File: src/hdl/dsb_pkg.sv
// ----------------------------------------------------------------------------
// dsb_pkg
// Shared constants, the core control struct and the twiddle table for the
// selected-bin transform.
// ----------------------------------------------------------------------------
package dsb_pkg;

  localparam int MaxPoints = 4096;
  localparam int AddrW     = $clog2(MaxPoints);
  localparam int CntW      = AddrW + 1;
  localparam int TableSize = 1024;
  localparam int TabW      = $clog2(TableSize);
  localparam int MaxHarm   = 31;
  localparam int DivW      = 31;
  localparam int AccW      = 42;
  localparam int CoordW    = 12;
  localparam int CoefW     = 17;

  localparam longint OneQ30    = 64'sd1 << 30;
  localparam longint HalfPiQ30 = 64'sd1686629713;

  // control word from the sequencer to the accumulate core
  typedef struct packed {
    logic              start;
    logic [CntW-1:0]   n_pts;
    logic [CntW-1:0]   nmod;
    logic [TabW-1:0]   step_q;
    logic [CntW:0]     step_r;
    logic [CoordW-1:0] cx;
    logic [CoordW-1:0] cy;
  } core_ctrl_t;

  typedef logic [31:0] twid_arr_t [TableSize];

  // taylor series by horner, each stage clamped to [0, 1] in q30
  function automatic longint horner(longint x2, bit is_sin);
    longint t;
    longint p;
    t = OneQ30;
    for (int i = 0; i < 6; i++) begin
      p = (x2 * t) >>> 30;
      case (i)
        0:       p = is_sin ? p / 156 : p / 132;
        1:       p = is_sin ? p / 110 : p / 90;
        2:       p = is_sin ? p / 72  : p / 56;
        3:       p = is_sin ? p / 42  : p / 30;
        4:       p = is_sin ? p / 20  : p / 12;
        default: p = is_sin ? p / 6   : p / 2;
      endcase
      t = OneQ30 - p;
      if (t < 0) t = 0;
      if (t > OneQ30) t = OneQ30;
    end
    return t;
  endfunction

  function automatic longint to_q15(longint v);
    longint w;
    longint r;
    w = v;
    if (w < 0) w = 0;
    if (w > OneQ30) w = OneQ30;
    r = (w + (64'sd1 << 14)) >>> 15;
    return (r > 32767) ? 64'sd32767 : r;
  endfunction

  // {cos, sin} in q1.15 for each table index
  function automatic twid_arr_t build_twid();
    twid_arr_t tab;
    longint    x;
    longint    x2;
    longint    s;
    longint    c15;
    longint    s15;
    longint    cv;
    longint    sv;
    int        quad;
    int        rm;
    for (int k = 0; k < TableSize; k++) begin
      quad = (k * 4) / TableSize;
      rm   = (k * 4) % TableSize;
      x    = (longint'(rm) * HalfPiQ30) / TableSize;
      x2   = (x * x) >>> 30;
      s    = (x * horner(x2, 1'b1)) >>> 30;
      c15  = to_q15(horner(x2, 1'b0));
      s15  = to_q15(s);
      case (quad % 4)
        0:       begin cv = c15;  sv = s15;  end
        1:       begin cv = -s15; sv = c15;  end
        2:       begin cv = -c15; sv = -s15; end
        default: begin cv = s15;  sv = -c15; end
      endcase
      tab[k] = {cv[15:0], sv[15:0]};
    end
    return tab;
  endfunction

  localparam twid_arr_t Twid = build_twid();

endpackage

File: src/hdl/dsb_div.sv
// ----------------------------------------------------------------------------
// dsb_div
// Restoring divider, one quotient bit per cycle, shared by all divisions.
// ----------------------------------------------------------------------------
module dsb_div
  import dsb_pkg::*;
(
  input  logic            clk_i,
  input  logic            rst_ni,
  input  logic            start_i,
  input  logic [DivW-1:0] dividend_i,
  input  logic [CntW-1:0] divisor_i,
  output logic            busy_o,
  output logic [DivW-1:0] quot_o,
  output logic [CntW-1:0] rem_o
);

  localparam int StepW = $clog2(DivW + 1);

  logic [StepW-1:0] cnt_q, cnt_d;
  logic             busy_q, busy_d;
  logic [DivW-1:0]  quot_q, quot_d;
  logic [CntW-1:0]  rem_q, rem_d;
  logic [CntW-1:0]  dvs_q, dvs_d;
  logic [CntW:0]    trial;

  // one shift and subtract step
  always_comb begin
    cnt_d  = cnt_q;
    busy_d = busy_q;
    quot_d = quot_q;
    rem_d  = rem_q;
    dvs_d  = dvs_q;
    trial  = {rem_q, quot_q[DivW-1]};
    if (start_i) begin
      cnt_d  = StepW'(DivW);
      busy_d = 1'b1;
      quot_d = dividend_i;
      rem_d  = '0;
      dvs_d  = divisor_i;
    end else if (busy_q) begin
      if (trial >= {1'b0, dvs_q}) begin
        rem_d  = CntW'(trial - {1'b0, dvs_q});
        quot_d = {quot_q[DivW-2:0], 1'b1};
      end else begin
        rem_d  = trial[CntW-1:0];
        quot_d = {quot_q[DivW-2:0], 1'b0};
      end
      cnt_d = cnt_q - 1'b1;
      if (cnt_q == StepW'(1)) busy_d = 1'b0;
    end
  end

  always_ff @(posedge clk_i or negedge rst_ni) begin
    if (!rst_ni) begin
      cnt_q  <= '0;
      busy_q <= 1'b0;
    end else begin
      cnt_q  <= cnt_d;
      busy_q <= busy_d;
    end
  end

  always_ff @(posedge clk_i) begin
    quot_q <= quot_d;
    rem_q  <= rem_d;
    dvs_q  <= dvs_d;
  end

  assign busy_o = busy_q;
  assign quot_o = quot_q;
  assign rem_o  = rem_q;

endmodule

File: config.mk
export PLATFORM = sky130hd
export DESIGN_NAME = dsb_div
export DESIGN_NICKNAME = d
export VERILOG_FILES = /design/src/hdl/dsb_pkg.sv /design/src/hdl/dsb_div.sv
export SDC_FILE = /design/constraint.sdc
export NUM_CORES = 1
export LEC_CHECK = 0
export BUFFER_PORTS_ARGS = -buffer_cell sky130_fd_sc_hd__buf_4
export CORE_MARGIN = 2
export CORE_UTILIZATION = 57
export DETAILED_ROUTE_END_ITERATION = 7
export GPL_ROUTABILITY_DRIVEN = 0
export GPL_TIMING_DRIVEN = 0
export MAX_ROUTING_LAYER = met4
export PLACE_DENSITY = 0.92
export REMOVE_ABC_BUFFERS = 1
export SLEW_MARGIN = 20
export SYNTH_ARGS = -nofsm -noshare
export SYNTH_HDL_FRONTEND = slang
export SYNTH_SLANG_ARGS = --single-unit
File: constraint.sdc
create_clock -name clk_i -period 7.1 [get_ports clk_i]
set_input_delay 1.065 -clock clk_i [delete_from_list [all_inputs] [get_ports clk_i]]
set_output_delay 1.065 -clock clk_i [all_outputs]
set_load 0.05 [all_outputs]
Yosys cells after proc, flatten, opt, wreduce, memory -nomap -nowiden:

Cells that the tools add are included.

* output and inout bits: 45
* input bits: 47
* bits in read-only memories: 0
* RAM bits: 0
* bits in latches: 0
* register bits after elaboration: 63
* memories kept: 0

* div/mod/pow operators: 0
* $lt $le $gt $ge: 1
* bitwise logic cells: 0
* shifts and indexed selects: 0
* add/sub/neg operators: 2
* equality and inequality tests: 1
* multiplexer cells: 9
* $mul: 0
* reduce and logical (&&, ||, !) cells: 1

Operators by type and width (number)
* $mux 31: 2
* $ge 14x13->1: 1
* $mux 13: 1
* $sub 13x13->13: 1
* $mux 5: 2
* $eq 5x1->1 const B: 1
* $sub 5x1->5 const B: 1
* $mux 1: 4
* $reduce_bool 2->1: 1

Depth between registers and ports, before layout:

Gate-level depths: netlist of the first run.

* depth after elaboration: 4
* depth in mapped cells: 11
* gate-level depth less buffers: 10

Least setup slack after synthesis of the first run:

OpenSTA, ideal clock, no wires.

* path type: register -> register
* start point: register quot_q[30] (netlist: quot_o[30])
* end point: register quot_q[0] (netlist: quot_o[0]), data pin
* library setup time: 0.260 ns
* stages on the path, launching flop included: 11
* clock period less this slack: 2.944 ns
* buffers on the path: 1
* data required time: 6.840 ns
* slack: 4.156 ns
* arrival time: 2.684 ns
* cell sequence: edfxtp_1 > inv_1 > ha_1 > inv_1 > fa_1 > a21o_1 > a221oi_4 > o211ai_2 > a41o_2 > buf_8 > mux2_2

* longest elaborated chain between the ends: 4

Ends and longest elaborated chain
* start, declared: RTL line dsb_div.sv:22 `logic [DivW-1:0] quot_q, quot_d;`
* start signal, assigned: RTL line dsb_div.sv:65 `quot_q <= quot_d;`
* $ge 14x13->1: RTL line dsb_div.sv:42 `if (trial >= {1'b0, dvs_q}) begin`
* $mux 1: RTL line dsb_div.sv:42
* $mux 31: RTL line dsb_div.sv:41 `end else if (busy_q) begin`
* $mux 31: RTL line dsb_div.sv:35 `if (start_i) begin`
* net quot_d[0]: RTL line dsb_div.sv:22

The timed path passes the listed nets, and every way through them passes these cells. The select of a mux whose other input is x is not followed.
A chain may end at the register's enable or synchronous reset.

Final worst setup path of the first run:

* start point: register quot_q[30] (netlist: quot_o[30])
* end point: register rem_q[10] (netlist: rem_o[10])

* longest elaborated chain between the ends: 2

Ends and longest elaborated chain
* $sub 13x13->13 / $ge 14x13->1 (equally long branches): RTL line dsb_div.sv:43, dsb_div.sv:42
* $mux 13 (*): RTL line dsb_div.sv:42
* end signal, assigned: RTL line dsb_div.sv:66 `rem_q <= rem_d;`
* end, declared: RTL line dsb_div.sv:23 `logic [CntW-1:0] rem_q, rem_d;`

Every way passes the cells marked *; elsewhere a longest branch is shown, timed or not.

==> reports/metrics.cfg, run 1 <==
[outcome]
status=complete, but fails checks
violations=design-rule violations

[die]
dieWidth_um=80.8
design.portCount=92
dieHeight_um=80.8
row_count=27
initial_core_util=0.600
core_mm2=0.00561
fp.dieArea_mm2=0.00654

[global_route]
grt.overflow.total=0
grt_pass1_wl_mm=11.7
busiest_layer=met2
met1_usage=0.273
grt_use_met2=0.409
antenna_found_initial=0
grt_usage=0.244
grt_pass1_vias=2589
grt_max_degree=65
gr-usage-met3=0.0811

[setup_path]
cp_data_arrival_time_ps=3340
cp.required_ps=7340
cp_cell_sequence=inv_1 -> ha_1 -> inv_1 -> fa_1 -> a21o_1 -> a221oi_4 -> o211ai_2 -> a41oi_2 -> nor4_1 -> nor4_1
critPathMaxFanout=13
slowest_stage=a41oi_2
path_delay_family=compound AO/OA/AOI/OAI gates
startpoint_type=flip-flop
path_class=flip-flop to flip-flop
worst-path-buf-inv=2
slowest_delay_ps=640
worst_setup_path_end_kind=flip-flop
reg2reg_slack_ps=4000

[place]
dpl_worst_slack_ps=4080
dp_hpwl_mm=5.08
dp.cells=429
portBuffers=91
placed_area_mm2=0.00407

[layout]
nets=431
fin_area_mm2=0.00431
seq_area_mm2=0.00173
n_fill_cell=363
areaGrowthSynthToFinish_pct=28.0
final_common_cell=buf_4
final_cell_mix=buf_4 (91), edfxtp_1 (44), mux2_2 (31)
num_antenna_cells=0
drive_gt1_frac=0.421
multiInputGateArea_mm2=0.00148
instances_no_fill=445

[sta]
final_hold_viol_count=0
period_share=0.436
rsz0062_at_grt=false
setup_viol=0
fmax_mhz=323
tightest_slew_ps=770
drv_slew=0
setup_slack_ps=4000
worst_clock_skew_ps=11.0
fin_crit_ps=3100
slew_headroom=0.486
fin_setup_tns_ps=0

[yosys]
synth_flop_cell=edfxtp_1
yosys_register_bits=63
ys_warn_count=0
ys_seq_area_frac=0.514
synthArstFlopShare=0.0952
yosys-top-cells-area=edfxtp_1 (39%), mux2_2 (10%), dfxtp_1 (7.7%)
yosysUniqueCellTypes=50
synth_top_area_frac=0.393
synthesis.area_mm2=0.00337
netlist.top_cell.by_area=edfxtp_1
netlist_instances=280
synth_edf_count=44
postSynthAreaPerCell_um2=12.0

[route]
drt-initial-drc-count=130
wl_per_cell_um=16.5
dr_total_vias=2528
drt.antenna.violating_nets=0
vias_per_cell=5.68
first_pass_iters=7
drt_wl_total_mm=7.36
drc=1

[clock_tree]
clockRootBuffer=clkbuf_8
clock_latency_ps=340
clock_sinks=63
cts_inserted_buffers=9
htreeDepth=3
max-clock-path-buffers=2
cts_tree=yes
postCtsSetupRepairBufs=0
cts.repair.resized=0
ctsHoldBuffers=0
clk_pin_slew_ps=70

[min_path]
hold_class=input port to asynchronous set/reset pin

[pwr]
p_leak_nw=1.88
p_total_mw=1.64
irDropWorstVdd_v=0.000276
powerDensity_mw_per_mm2=381

[job]
drv_cap=0

logic make-up (layout without fill, tap and decap cells):
family	Yosys count	after routing	share of synthesized area
AND/OR/NAND/NOR	76	76	0.115
flip-flops	63	63	0.514
AO/OA/AOI/OAI	47	47	0.130
buffers and inverters	36	129	0.0465
multiplexers	31	31	0.104
adder cells (fa/ha/maj)	16	16	0.0617
XOR/XNOR	11	11	0.0286
through the flow:
step           hold slack, ps  utilization
2_1_floorplan             493            -
3_3_place_gp              505        0.725
3_5_place_dp              513        0.725
4_1_cts                   514        0.768
5_1_grt                   516        0.768
6_report                  521        0.768
sequential cells by signal (all words and copies together), names as in the netlist:
register  cells
dvs_q        13
cnt_q         5
rem_o        13
busy_o        1
quot_o       31
layer usage:
layer	up-vias	part of all wire
met5	-	0
met4	0	0.013
met3	14	0.085
met2	103	0.50
met1	1205	0.40
li1	1206	-
layout make-up:
class                   count  area share
clock inverters             4      0.0221
well taps                  72      0.0209
multi-input cells         181       0.343
repair buffers             91       0.159
clock buffers              12      0.0337
flip-flops and latches     63       0.402
inverters                  22      0.0192
synthesized netlist by cell type (2+ instances only):
library cell and count:
clkbuf_1 10, dfxtp_1 13, xnor2_1 9, a311o_1 2
nand2_2 5, a311oi_1 2, nand3_1 4, and3_1 2
edfxtp_1 44, a211o_1 3, a21oi_1 5, dfrtp_1 6
mux2_2 31, buf_2 2, o211ai_1 2, nor3b_1 2
inv_1 22, a211oi_1 4, ha_1 15, nor4b_1 2
nand2_1 19, nand2b_1 9, o31ai_1 2, nor4_1 5
xor2_1 2, a21o_1 3, a311oi_2 7, nor3_1 4
nor2_1 19, o21ai_0 5
worst paths after layout:
| check | startpoint | to | cells past startpoint |
|---|---|---|---|
| max | quot_o[30]$_DFFE_PP_ | rem_o[10]$_SDFFE_PP0P_ | 10 |
| min | rst_ni | cnt_q[0]$_DFFE_PN0P_ | 1 |
| min reg2reg | rem_o[8]$_SDFFE_PP0P_ | rem_o[9]$_SDFFE_PP0P_ | 2 |
| max in group asynchronous | rst_ni | busy_o$_DFF_PN0_ | 1 |
| max reg2reg | quot_o[30]$_DFFE_PP_ | rem_o[10]$_SDFFE_PP0P_ | 10 |
| min in group clk_i | rem_o[8]$_SDFFE_PP0P_ | rem_o[9]$_SDFFE_PP0P_ | 2 |
where the power goes:
group	total [mW]	switching, mW	internal (mW)
sequential	0.513	0.0522	0.461
combinational	0.747	0.471	0.277
clock	0.381	0.139	0.243
worst register-to-register path: stages (launching register included):
cell and delay [ps]:
edfxtp_1 420, inv_1 80, ha_1 160, inv_1 60, fa_1 430, a21o_1 250, a221oi_4 340, o211ai_2 140
a41oi_2 640, nor4_1 180, nor4_1 290
Power figures use the tool's default switching activity.
==> run 2, diff against run 1 <==
--- a/config.mk
+++ b/config.mk
@@ -7,12 +7,12 @@
 export LEC_CHECK = 0
 export BUFFER_PORTS_ARGS = -buffer_cell sky130_fd_sc_hd__buf_4
 export CORE_MARGIN = 2
-export CORE_UTILIZATION = 57
+export CORE_UTILIZATION = 53
 export DETAILED_ROUTE_END_ITERATION = 7
 export GPL_ROUTABILITY_DRIVEN = 0
 export GPL_TIMING_DRIVEN = 0
 export MAX_ROUTING_LAYER = met4
-export PLACE_DENSITY = 0.92
+export PLACE_DENSITY = 0.87
 export REMOVE_ABC_BUFFERS = 1
 export SLEW_MARGIN = 20
 export SYNTH_ARGS = -nofsm -noshare
==> constraint.sdc (replaced) <==
create_clock -name clk_i -period 3.1 [get_ports clk_i]
set_input_delay 0.465 -clock clk_i [delete_from_list [all_inputs] [get_ports clk_i]]
set_output_delay 0.465 -clock clk_i [all_outputs]
set_load 0.05 [all_outputs]
==> reports/metrics.cfg, run 2 (synthesis results as in run 1) <==
[pwr]
powerDensity_mw_per_mm2=871  ; +130%
clock_power_share=0.210  ; -0.022
seqPwrFrac=0.310  ; -0.002
p_sw_frac=0.415  ; +0.0122
p_int_mw=2.22  ; +130%
irDropWorstVdd_v=0.000705  ; +160%
combPwrFrac=0.480  ; +0.025
power_switching_mw=1.57  ; +140%
p_leak_nw=1.88  ; +0.18%

[place]
dpl_worst_slack_ps=49.2  ; -4030 ps
placed_area_mm2=0.00407  ; +0.15%
dp_hpwl_mm=5.11  ; +0.52%
dp.cells=434  ; +1.2%
portBuffers=91  ; unchanged

[sta]
fin_crit_ps=2910  ; -188 ps
rsz0062_at_grt=false
setup_slack_ps=190  ; -3810 ps
drv_slew=0  ; unchanged
tightest_slew_ps=1090  ; +323 ps
worst_clock_skew_ps=7.35  ; -3.63 ps
setup_viol=0  ; unchanged
period_share=0.939  ; +0.502
fmax_mhz=344  ; +6.5%
slew_headroom=0.271  ; -0.215
final_hold_viol_count=0  ; unchanged
fin_setup_tns_ps=0  ; unchanged

[layout]
num_antenna_cells=0  ; unchanged
fin_area_mm2=0.00435  ; +1.0%
largest_register_ffs=31  ; unchanged
instances_no_fill=453  ; +1.8%
post-route-util=0.697  ; -0.0709
final_common_cell=buf_4
nets=434  ; +0.70%
final_cell_mix=buf_4 (92), edfxtp_1 (44), mux2_2 (31)
areaGrowthSynthToFinish_pct=29.3
drive_gt1_frac=0.423  ; +0.00196

[min_path]
hold_end=dvs_q[1]$_DFFE_PP_
worstHoldStart=divisor_i[1]
whs_path_depth=1
hold_class=input port to flip-flop

[setup_path]
r2r-end=rem_o[2]$_SDFFE_PP0P_
path_class=flip-flop to flip-flop
reg2reg_slack_ps=190  ; -3810 ps
worst_r2r_path_depth=10  ; unchanged
worst_setup_path_end_kind=flip-flop
regToRegStartpoint=quot_o[30]$_DFFE_PP_
cp_data_arrival_time_ps=3140  ; -200 ps
critPathMaxFanout=14  ; +1
cp.required_ps=3330  ; -4010 ps
startpoint_type=flip-flop

[clock_tree]
cts_inserted_buffers=9  ; unchanged
max-clock-path-buffers=2  ; unchanged
clk_pin_slew_ps=80  ; about the same
htreeDepth=3  ; unchanged
clockRootBuffer=clkbuf_8
clock_latency_ps=350  ; about the same
clock_sinks=63  ; unchanged
cts_tree=yes

[global_route]
grt_pass1_wl_mm=11.9  ; +1.5%
grt.overflow.total=0  ; unchanged
grt_usage=0.225  ; -0.0189
grt_pass1_vias=2586  ; -0.12%
antenna_found_initial=0  ; unchanged
grt_max_degree=65  ; unchanged

[outcome]
status=finished clean

[route]
drt.antenna.violating_nets=0  ; unchanged
met1_length_mm=3.05  ; +3.2%
dr_total_vias=2502  ; -1.0%
drc=0  ; -1
first_pass_iters=4  ; -3
wl_per_cell_um=16.4  ; -1.0%
top_layer=met4
route.met3.wl_um=596  ; -4.8%
wl_met2_mm=3.68  ; about the same
drt-initial-drc-count=102  ; -22%
vias_per_cell=5.52  ; -2.8%
drt_wl_total_mm=7.41  ; +0.76%

[die]
row_count=29  ; +7.4%
dieHeight_um=83.7  ; +3.5%
core_mm2=0.00624  ; +11%
fp.dieArea_mm2=0.00700  ; +7.2%
dieWidth_um=83.7  ; +3.5%
initial_core_util=0.539  ; -0.0609
design.portCount=92  ; unchanged

[job]
drv_cap=0  ; unchanged

## run 2: routing by layer
layer	vias to the layer above	track usage
met5	-	-
met2	89	0.356
met1	1186	0.258
met4	0	0.0762
met3	8	0.0959
li1	1219	-
## run 2: power groups by stage
stage	logic, mW	registers (mW)	clock network [mW]
after floorplan	0.847	1.59	0
after global placement	1.66	1.19	0
after detailed placement	1.70	1.19	0
after CTS	1.71	1.18	0.813
after global routing	1.94	1.20	0.849
final	1.82	1.18	0.796
## run 2: how the worst max path moves through the flow
stage                            end  slack (ps)            startpoint  cells after the start
4_1_cts        rem_o[7]$_SDFFE_PP0P_          30  quot_o[30]$_DFFE_PP_                     10
6_report       rem_o[2]$_SDFFE_PP0P_         190  quot_o[30]$_DFFE_PP_                     10
2_1_floorplan  rem_o[2]$_SDFFE_PP0P_         160  quot_o[30]$_DFFE_PP_                     10
3_5_place_dp   rem_o[7]$_SDFFE_PP0P_          50  quot_o[30]$_DFFE_PP_                     10
5_1_grt        rem_o[2]$_SDFFE_PP0P_          70  quot_o[30]$_DFFE_PP_                     10
3_3_place_gp   rem_o[7]$_SDFFE_PP0P_         120  quot_o[30]$_DFFE_PP_                     10
## run 2: critical path: stages (launching register included)
cell and delay [ps]:
edfxtp_1 410, inv_1 80, ha_1 150, inv_1 50, fa_1 420, a21o_1 250
a221oi_4 360, o211ai_2 200, a41o_4 400, and3_1 170, a311o_1 310
## run 2: layout make-up
class,count,area [µm²]
Multi-Input combinational cell,181,1500
Inverter,22,82.6
Fill cell,467,1890
Clock inverter,7,96.3
Timing Repair Buffer,94,721
Clock buffer,9,124
Sequential cell,63,1730
Tap cell,77,96.3
## run 2: per-stage QoR
stage / hold WS, ps / power [mW]
2_1_floorplan: 169 / 2.44
3_3_place_gp: 273 / 2.85
3_5_place_dp: 274 / 2.89
4_1_cts: 272 / 3.70
6_report: 287 / 3.79
5_1_grt: 269 / 3.99
## run 2: what timing repair did
item | CTS | global route
endpoints found under the setup margin | 0 | 11
hold endpoints to repair | 6 | 0
hold buffers | 1 | 0
gates resized for setup | 0 | 2
buffers inserted | 0 | 2
